`config.mk`:
```
export PLATFORM = sky130hd
export DESIGN_NAME = pse_alu
export DESIGN_NICKNAME = d
export VERILOG_FILES = /design/src/design/pse_pkg.sv /design/src/design/pse_alu.sv
export SDC_FILE = /design/constraint.sdc
export NUM_CORES = 1
export LEC_CHECK = 0
export CAP_MARGIN = 20
export CORE_MARGIN = 2
export CORE_UTILIZATION = 60
export CTS_BUF_LIST = sky130_fd_sc_hd__clkbuf_8
export DETAILED_ROUTE_END_ITERATION = 6
export DONT_BUFFER_PORTS = 1
export GPL_TIMING_DRIVEN = 0
export PLACE_DENSITY = 0.8
export SYNTH_ARGS = -nofsm -noshare
export SYNTH_HDL_FRONTEND = slang
export SYNTH_SLANG_ARGS = --single-unit
```
`constraint.sdc`:
```
create_clock -name clk -period 9.5 [get_ports clk]
set_clock_uncertainty 0.15 [all_clocks]
set_input_delay 2.85 -clock clk [delete_from_list [all_inputs] [get_ports clk]]
set_output_delay 2.85 -clock clk [all_outputs]
set_load 0.1 [all_outputs]
```
`src/design/pse_pkg.sv`:
```
package pse_pkg;

  localparam int STACK_DEPTH = 256;
  localparam int ADDR_W      = $clog2(STACK_DEPTH);
  localparam int COUNT_W     = $clog2(STACK_DEPTH + 1);
  localparam int DATA_W      = 32;
  localparam int OP_W        = 3;
  localparam int BIT_W       = $clog2(DATA_W);

  localparam logic [OP_W-1:0] OP_PUSH   = OP_W'(0);
  localparam logic [OP_W-1:0] OP_ADD    = OP_W'(1);
  localparam logic [OP_W-1:0] OP_SUB    = OP_W'(2);
  localparam logic [OP_W-1:0] OP_MUL    = OP_W'(3);
  localparam logic [OP_W-1:0] OP_DIV    = OP_W'(4);
  localparam logic [OP_W-1:0] OP_FINISH = OP_W'(5);

  typedef enum logic [1:0] {
    ST_OK        = 2'd0,
    ST_OVERFLOW  = 2'd1,
    ST_UNDERFLOW = 2'd2,
    ST_DIVZERO   = 2'd3
  } status_t;

  typedef enum logic [1:0] {
    ALU_ADD = 2'd0,
    ALU_SUB = 2'd1,
    ALU_MUL = 2'd2,
    ALU_DIV = 2'd3
  } alu_op_t;

  typedef struct packed {
    logic    start;
    alu_op_t op;
  } alu_cmd_t;

  typedef struct packed {
    logic              done;
    logic [DATA_W-1:0] result;
  } alu_rsp_t;

endpackage

```
`src/design/pse_alu.sv`:
```
module pse_alu import pse_pkg::*; (
  input  logic              clk,
  input  logic              rst,
  input  alu_cmd_t          cmd,
  input  logic [DATA_W-1:0] left,
  input  logic [DATA_W-1:0] right,
  output alu_rsp_t          rsp
);

  localparam int MSB = DATA_W - 1;

  typedef enum logic [3:0] {
    A_IDLE = 4'b0001,
    A_RUN  = 4'b0010,
    A_FIX  = 4'b0100,
    A_DONE = 4'b1000
  } alu_state_t;

  alu_state_t        state, state_next;
  alu_op_t           op_q;
  logic [BIT_W-1:0]  cnt;
  logic [DATA_W-1:0] acc;
  logic [DATA_W-1:0] sreg;
  logic [DATA_W-1:0] breg;
  logic              carry;
  logic              negq;

  logic [DATA_W-1:0] left_abs;
  logic [DATA_W-1:0] right_abs;
  logic              sum_bit;
  logic              carry_next;
  logic [DATA_W:0]   prod;
  logic [DATA_W:0]   rem_sh;
  logic [DATA_W+1:0] diff;
  logic              ge;

  assign left_abs   = left[MSB] ? (~left + DATA_W'(1)) : left;
  assign right_abs  = right[MSB] ? (~right + DATA_W'(1)) : right;
  assign sum_bit    = sreg[0] ^ breg[0] ^ carry;
  assign carry_next = (sreg[0] & breg[0]) | (carry & (sreg[0] ^ breg[0]));
  assign prod       = {1'b0, acc} + (sreg[0] ? {1'b0, breg} : '0);
  assign rem_sh     = {acc, sreg[MSB]};
  assign diff       = {1'b0, rem_sh} - {2'b00, breg};
  assign ge         = ~diff[DATA_W+1];

  assign rsp.done   = (state == A_DONE);
  assign rsp.result = sreg;

  always_comb begin
    state_next = state;
    unique case (state)
      A_IDLE: if (cmd.start) state_next = A_RUN;
      A_RUN:  if (cnt == BIT_W'(DATA_W - 1)) state_next = A_FIX;
      A_FIX:  state_next = A_DONE;
      A_DONE: state_next = A_IDLE;
      default: state_next = A_IDLE;
    endcase
  end

  always_ff @(posedge clk) begin
    if (rst) begin
      state <= A_IDLE;
    end else begin
      state <= state_next;
    end
  end

  always_ff @(posedge clk) begin
    unique case (state)
      A_IDLE: begin
        if (cmd.start) begin
          op_q  <= cmd.op;
          cnt   <= '0;
          acc   <= '0;
          carry <= (cmd.op == ALU_SUB);
          negq  <= left[MSB] ^ right[MSB];
          sreg  <= (cmd.op == ALU_DIV) ? left_abs : left;
          case (cmd.op)
            ALU_SUB: breg <= ~right;
            ALU_DIV: breg <= right_abs;
            default: breg <= right;
          endcase
        end
      end
      A_RUN: begin
        cnt <= cnt + BIT_W'(1);
        case (op_q) inside
          ALU_ADD, ALU_SUB: begin
            sreg  <= {sum_bit, sreg[MSB:1]};
            breg  <= {1'b0, breg[MSB:1]};
            carry <= carry_next;
          end
          ALU_MUL: begin
            acc  <= prod[DATA_W:1];
            sreg <= {prod[0], sreg[MSB:1]};
          end
          default: begin
            acc  <= ge ? diff[DATA_W-1:0] : rem_sh[DATA_W-1:0];
            sreg <= {sreg[MSB-1:0], ge};
          end
        endcase
      end
      A_FIX: begin
        if (op_q == ALU_DIV && negq) begin
          sreg <= ~sreg + DATA_W'(1);
        end
      end
      default: ;
    endcase
  end

endmodule

```
# == Word-level counts from Yosys, hierarchy flattened ==
# Index checks and enable logic that the tools add are counted.
# W data, S select, Z words.
# classes
n_addsub,6
eq_ne,15
n_mux,26
n_bitwise,10
n_reduce_logical,11
# ops
op,n
$mux W32,14
$pmux W32 S2,3
$add A32 B1 Y32 const B,3
$not A32 Y32,3
$pmux W32 S3,1
$sub A33 B32 Y34,1
$add A32 B32 Y33,1
$pmux W4 S3,1
$ne A2 B2 Y1 const B,5
$pmux W5 S2,1
$reduce_and A3 Y1,3
$mux W4,2
$eq A2 B2 Y1 const B,3
$reduce_and A2 Y1,3
$add A5 B1 Y5 const B,1
$eq A5 B5 Y1 const B,1
$mux W5,1
$eq A2 B1 Y1 const B,2
$eq A4 B1 Y1 const B,1
$eq A4 B2 Y1 const B,1
$eq A4 B3 Y1 const B,1
$eq A4 B4 Y1 const B,1
$reduce_bool A3 Y1,1
$xor A1 B1 Y1,3
9 further kinds,11
# word_totals
ff_bits,109
in_bits,69
out_inout_bits,33
elab_cells,76

# == Logic depth before layout (Yosys ltp) ==
# depth
ltp_word,6
ltp_mapped,14
ltp_nobuf,12

# == Worst setup path after synthesis ==
# No wires, ideal clock.
# synth_timing
path_type,reg2out
from,reg state[1]
to,out rsp[32] (netlist name)
t_arrival_ps,3488
t_required_ps,6500
path_slack_ps,3012
path_stages_with_launch,2
n_path_buf,0
cell_sequence,dfxtp_1 > nor4b_1
# synth_rtl
item,line,rtl
"start, declared",pse_alu.sv:19,"alu_state_t state, state_next;"
"start signal, assigned",pse_alu.sv:64,state <= state_next;
"end, declared",pse_alu.sv:7,output alu_rsp_t rsp

# == Worst setup path after layout ==
# layout_timing
from,in right[4]
to,"reg breg[27], data pin"
# layout_via
elab_chain_len,6
# layout_lines
item,line,rtl
"start, declared",pse_alu.sv:6,"input logic [DATA_W-1:0] right,"
$not A32 Y32,pse_alu.sv:38,assign right_abs = right[MSB] ? (~right + DATA_W'(1)) : right;
$add A32 B1 Y32,pse_alu.sv:38,
$mux W32,pse_alu.sv:38,
$pmux W32 S2,pse_alu.sv:78,case (cmd.op)
$mux W32,pse_alu.sv:71,if (cmd.start) begin
$pmux W32 S2,pse_alu.sv:69,unique case (state)
"end signal, assigned",pse_alu.sv:79,ALU_SUB: breg <= ~right;
"end signal, assigned",pse_alu.sv:80,ALU_DIV: breg <= right_abs;
"end signal, assigned",pse_alu.sv:81,default: breg <= right;
"end, declared",pse_alu.sv:24,logic [DATA_W-1:0] breg;
# Every way passes these cells. The select of a mux whose other input is x is not followed.
# A chain may end at the register's enable or synchronous reset.

==> results.yml <==
run_status:
  outcome: "completed"
detailed_routing:
  firstDrtPassIters: 5
  remaining_drc_errors: 0
  via_count: 10400
  drtIter0Drc: 1047
  ant_nets: 0
  wire_per_inst_um: 21.3
  viasPerCell: 6.70
  wl_mm: 33.1
sta:
  worst_slew_pin_slew_ns: 1.18
  timing_hold_violations_final: 0
  setup_slack_ns: 4.19
  fmax_mhz: 188
  fin_crit_ns: 5.31
  setup_viol: 0
  rsz0062_at_grt: "no"
  relSlewSlack_pct: 21.6
  maxSlewViolCount: 0
  timing.setup.tns_ns: 0
  period_share_pct: 55.9
clock_network:
  cts_tree: "built"
  cts-buffers-inserted: 9
  cts_resized: 0
  clock_tree.root_cell: "clkbuf_8"
  ctsHoldBuffers: 0
  clock_path_buffers: 2
  path_clk_slew_ns: 0.12
  cts.sinks: 109
  post_cts_buffers: 0
  h-tree-depth: 3
  clkLatencyLatePin_ns: 0.42
grt:
  antenna_found_initial: 0
  grt_pass1_wl_mm: 52.2
  grt_pass1_vias: 9932
  grt_max_degree: 33
  gr-total-overflow: 0
  track_usage_pct: 33.9
critical_path:
  path_buf_inv: 0
  crit_family: "simple AND/OR/NAND/NOR gates"
  crit_type: "in2reg"
  end_kind: "flop"
  cp_max_fo: 3
  cp-start-kind: "input pin"
  worstPathRequired_ns: 9.50
  cpMaxStageDelayCell: "nor4_1"
  arrival_ns: 5.31
  worstPathCellList: "nor4_1 -> nand4_1 -> or3_1 -> nand2b_1 -> or4_1 -> o21ai_0 -> a21boi_0 -> xnor2_1 -> a21oi_1"
  slowest_delay_ns: 0.52
run:
  maxCapViolations: 0
floorplan:
  dieWidth_um: 138
  initial_core_util_pct: 60.7
  ios: 102
  die_area_sq_um: 19100
  die_h_um: 138
  rows: 49
  core_area_sq_um: 17800
placement:
  placed_cells: 1541
  gp_congestion: 1.02
  place_ws_ns: 3.85
  dp_hpwl_mm: 25.7
  portBuffers: 0
logic_synthesis:
  ys_types: 75
  synth_nets: 1448
  synthArstFlopShare_pct: 0
  yosys_register_bits: 109
  synth_edf_count: 105
  synth_cells: 1306
  ys.flop_type: "edfxtp_1"
  ys_seq_area_share_pct: 30.0
  syn_area_sq_um: 10800
  syn_avg_cell_area_sq_um: 8.26
  yosysWarnings: 0
power_and_ir_drop:
  power_density_nw_per_um2: 165
  peakVddDrop_mv: 0.129
  power.leakage_nw: 4.58
final_layout:
  diodes: 0
  fillCellCount: 1586
  fin_cells: 1558
  area_growth_pct: 5.88
  final_net_count: 1466
  drive_gt1_share_pct: 4.36
worst_hold_path:
  hold_path.class: "reg2reg"
stage by stage:
stage	area [sq um]	total power, mW	hold WS, ns	util [%]
4_1_cts	11400	1.85	0.425	64.1
2_1_floorplan	10800	1.36	0.371	-
6_report	11400	1.88	0.432	64.2
5_1_grt	11400	1.97	0.454	64.2
3_5_place_dp	11200	1.54	0.401	62.9
3_3_place_gp	11100	1.53	0.383	62.3
worst paths after layout:
path,start,to,slack [ns],depth (start not counted)
setup / recovery,right[4],breg[27],4.19,9
hold / removal,breg[17],breg[16],0.43,2
setup reg to reg,sreg[0],sreg[30],4.76,12
hold reg to reg,breg[17],breg[16],0.43,2
sequential cells by signal, summed over array words and instances, names as in the netlist:
register / flops
acc: 32
breg: 32
sreg: 32
cnt: 5
state: 4
op_q: 2
carry: 1
negq: 1
area by class of cell:
class / count / area, sq um / share of cell area, %
multi-input combinational: 1077 / 7120 / 62.4
clock buffer: 9 / 124 / 1.08
sequential: 109 / 3230 / 28.3
buffer: 59 / 226 / 1.98
tap: 229 / 287 / 2.51
timing repair buffer: 7 / 119 / 1.04
clock inverter: 7 / 80.1 / 0.701
inverter: 61 / 229 / 2.00
placed cells by master (no fill, tap or decap), drive strengths merged, types with 26 or more instances in the layout:
master,n
o221ai,29
xor2,60
clkbuf,58
nand2,154
o21ai,106
inv,65
a31oi,29
edfxtp,105
nor3,34
ha,70
a21oi,97
a21o,26
xnor2,74
nor2,118
mux2i,37
cell families after synthesis:
kind of cell,Yosys count,share of synthesized area [%]
and+or+nand+nor,459,20.8
AOI/OAI and AO/OA,371,21.7
xor gates and xnor gates,134,10.9
buffers and inverters,120,4.22
DFF,109,30.0
adders and majority gates,73,8.68
muxes,40,3.75
worst min-delay path, delay by kind of cell (launching register included):
| family | cells | cell delay [ns] |
|---|---|---|
| flops | 1 | 0.37 |
| compound gates | 1 | 0.06 |
| simple gates | 1 | 0.05 |
where the power goes:
group	switching, mW	internal [mW]	total (mW)	leakage [nW]
sequential	0.214	0.605	0.819	1.05
clock	0.195	0.127	0.321	0.104
combinational	0.456	0.286	0.742	3.42
total	0.865	1.02	1.88	4.58
layer usage:
layer	track usage [%]	share of wire (%)
met2	54.7	46
met4	13.8	3.5
met3	6.10	10
met1	45.3	41
met5	0	0
synth_stat cells (26+ instances only):
master    number  area [sq um]
o221ai_1      29           254
nand2_1      153           574
a21oi_1       96           480
xnor2_1       74           648
nor3_1        32           160
clkbuf_1      49           184
edfxtp_1     105          3150
a31oi_1       29           181
xor2_1        60           526
o21ai_0      105           526
ha_1          70           876
nor2_1       117           439
inv_1         61           229
mux2i_1       37           370
a21o_1        26           195
Power figures use the tool's default switching activity.
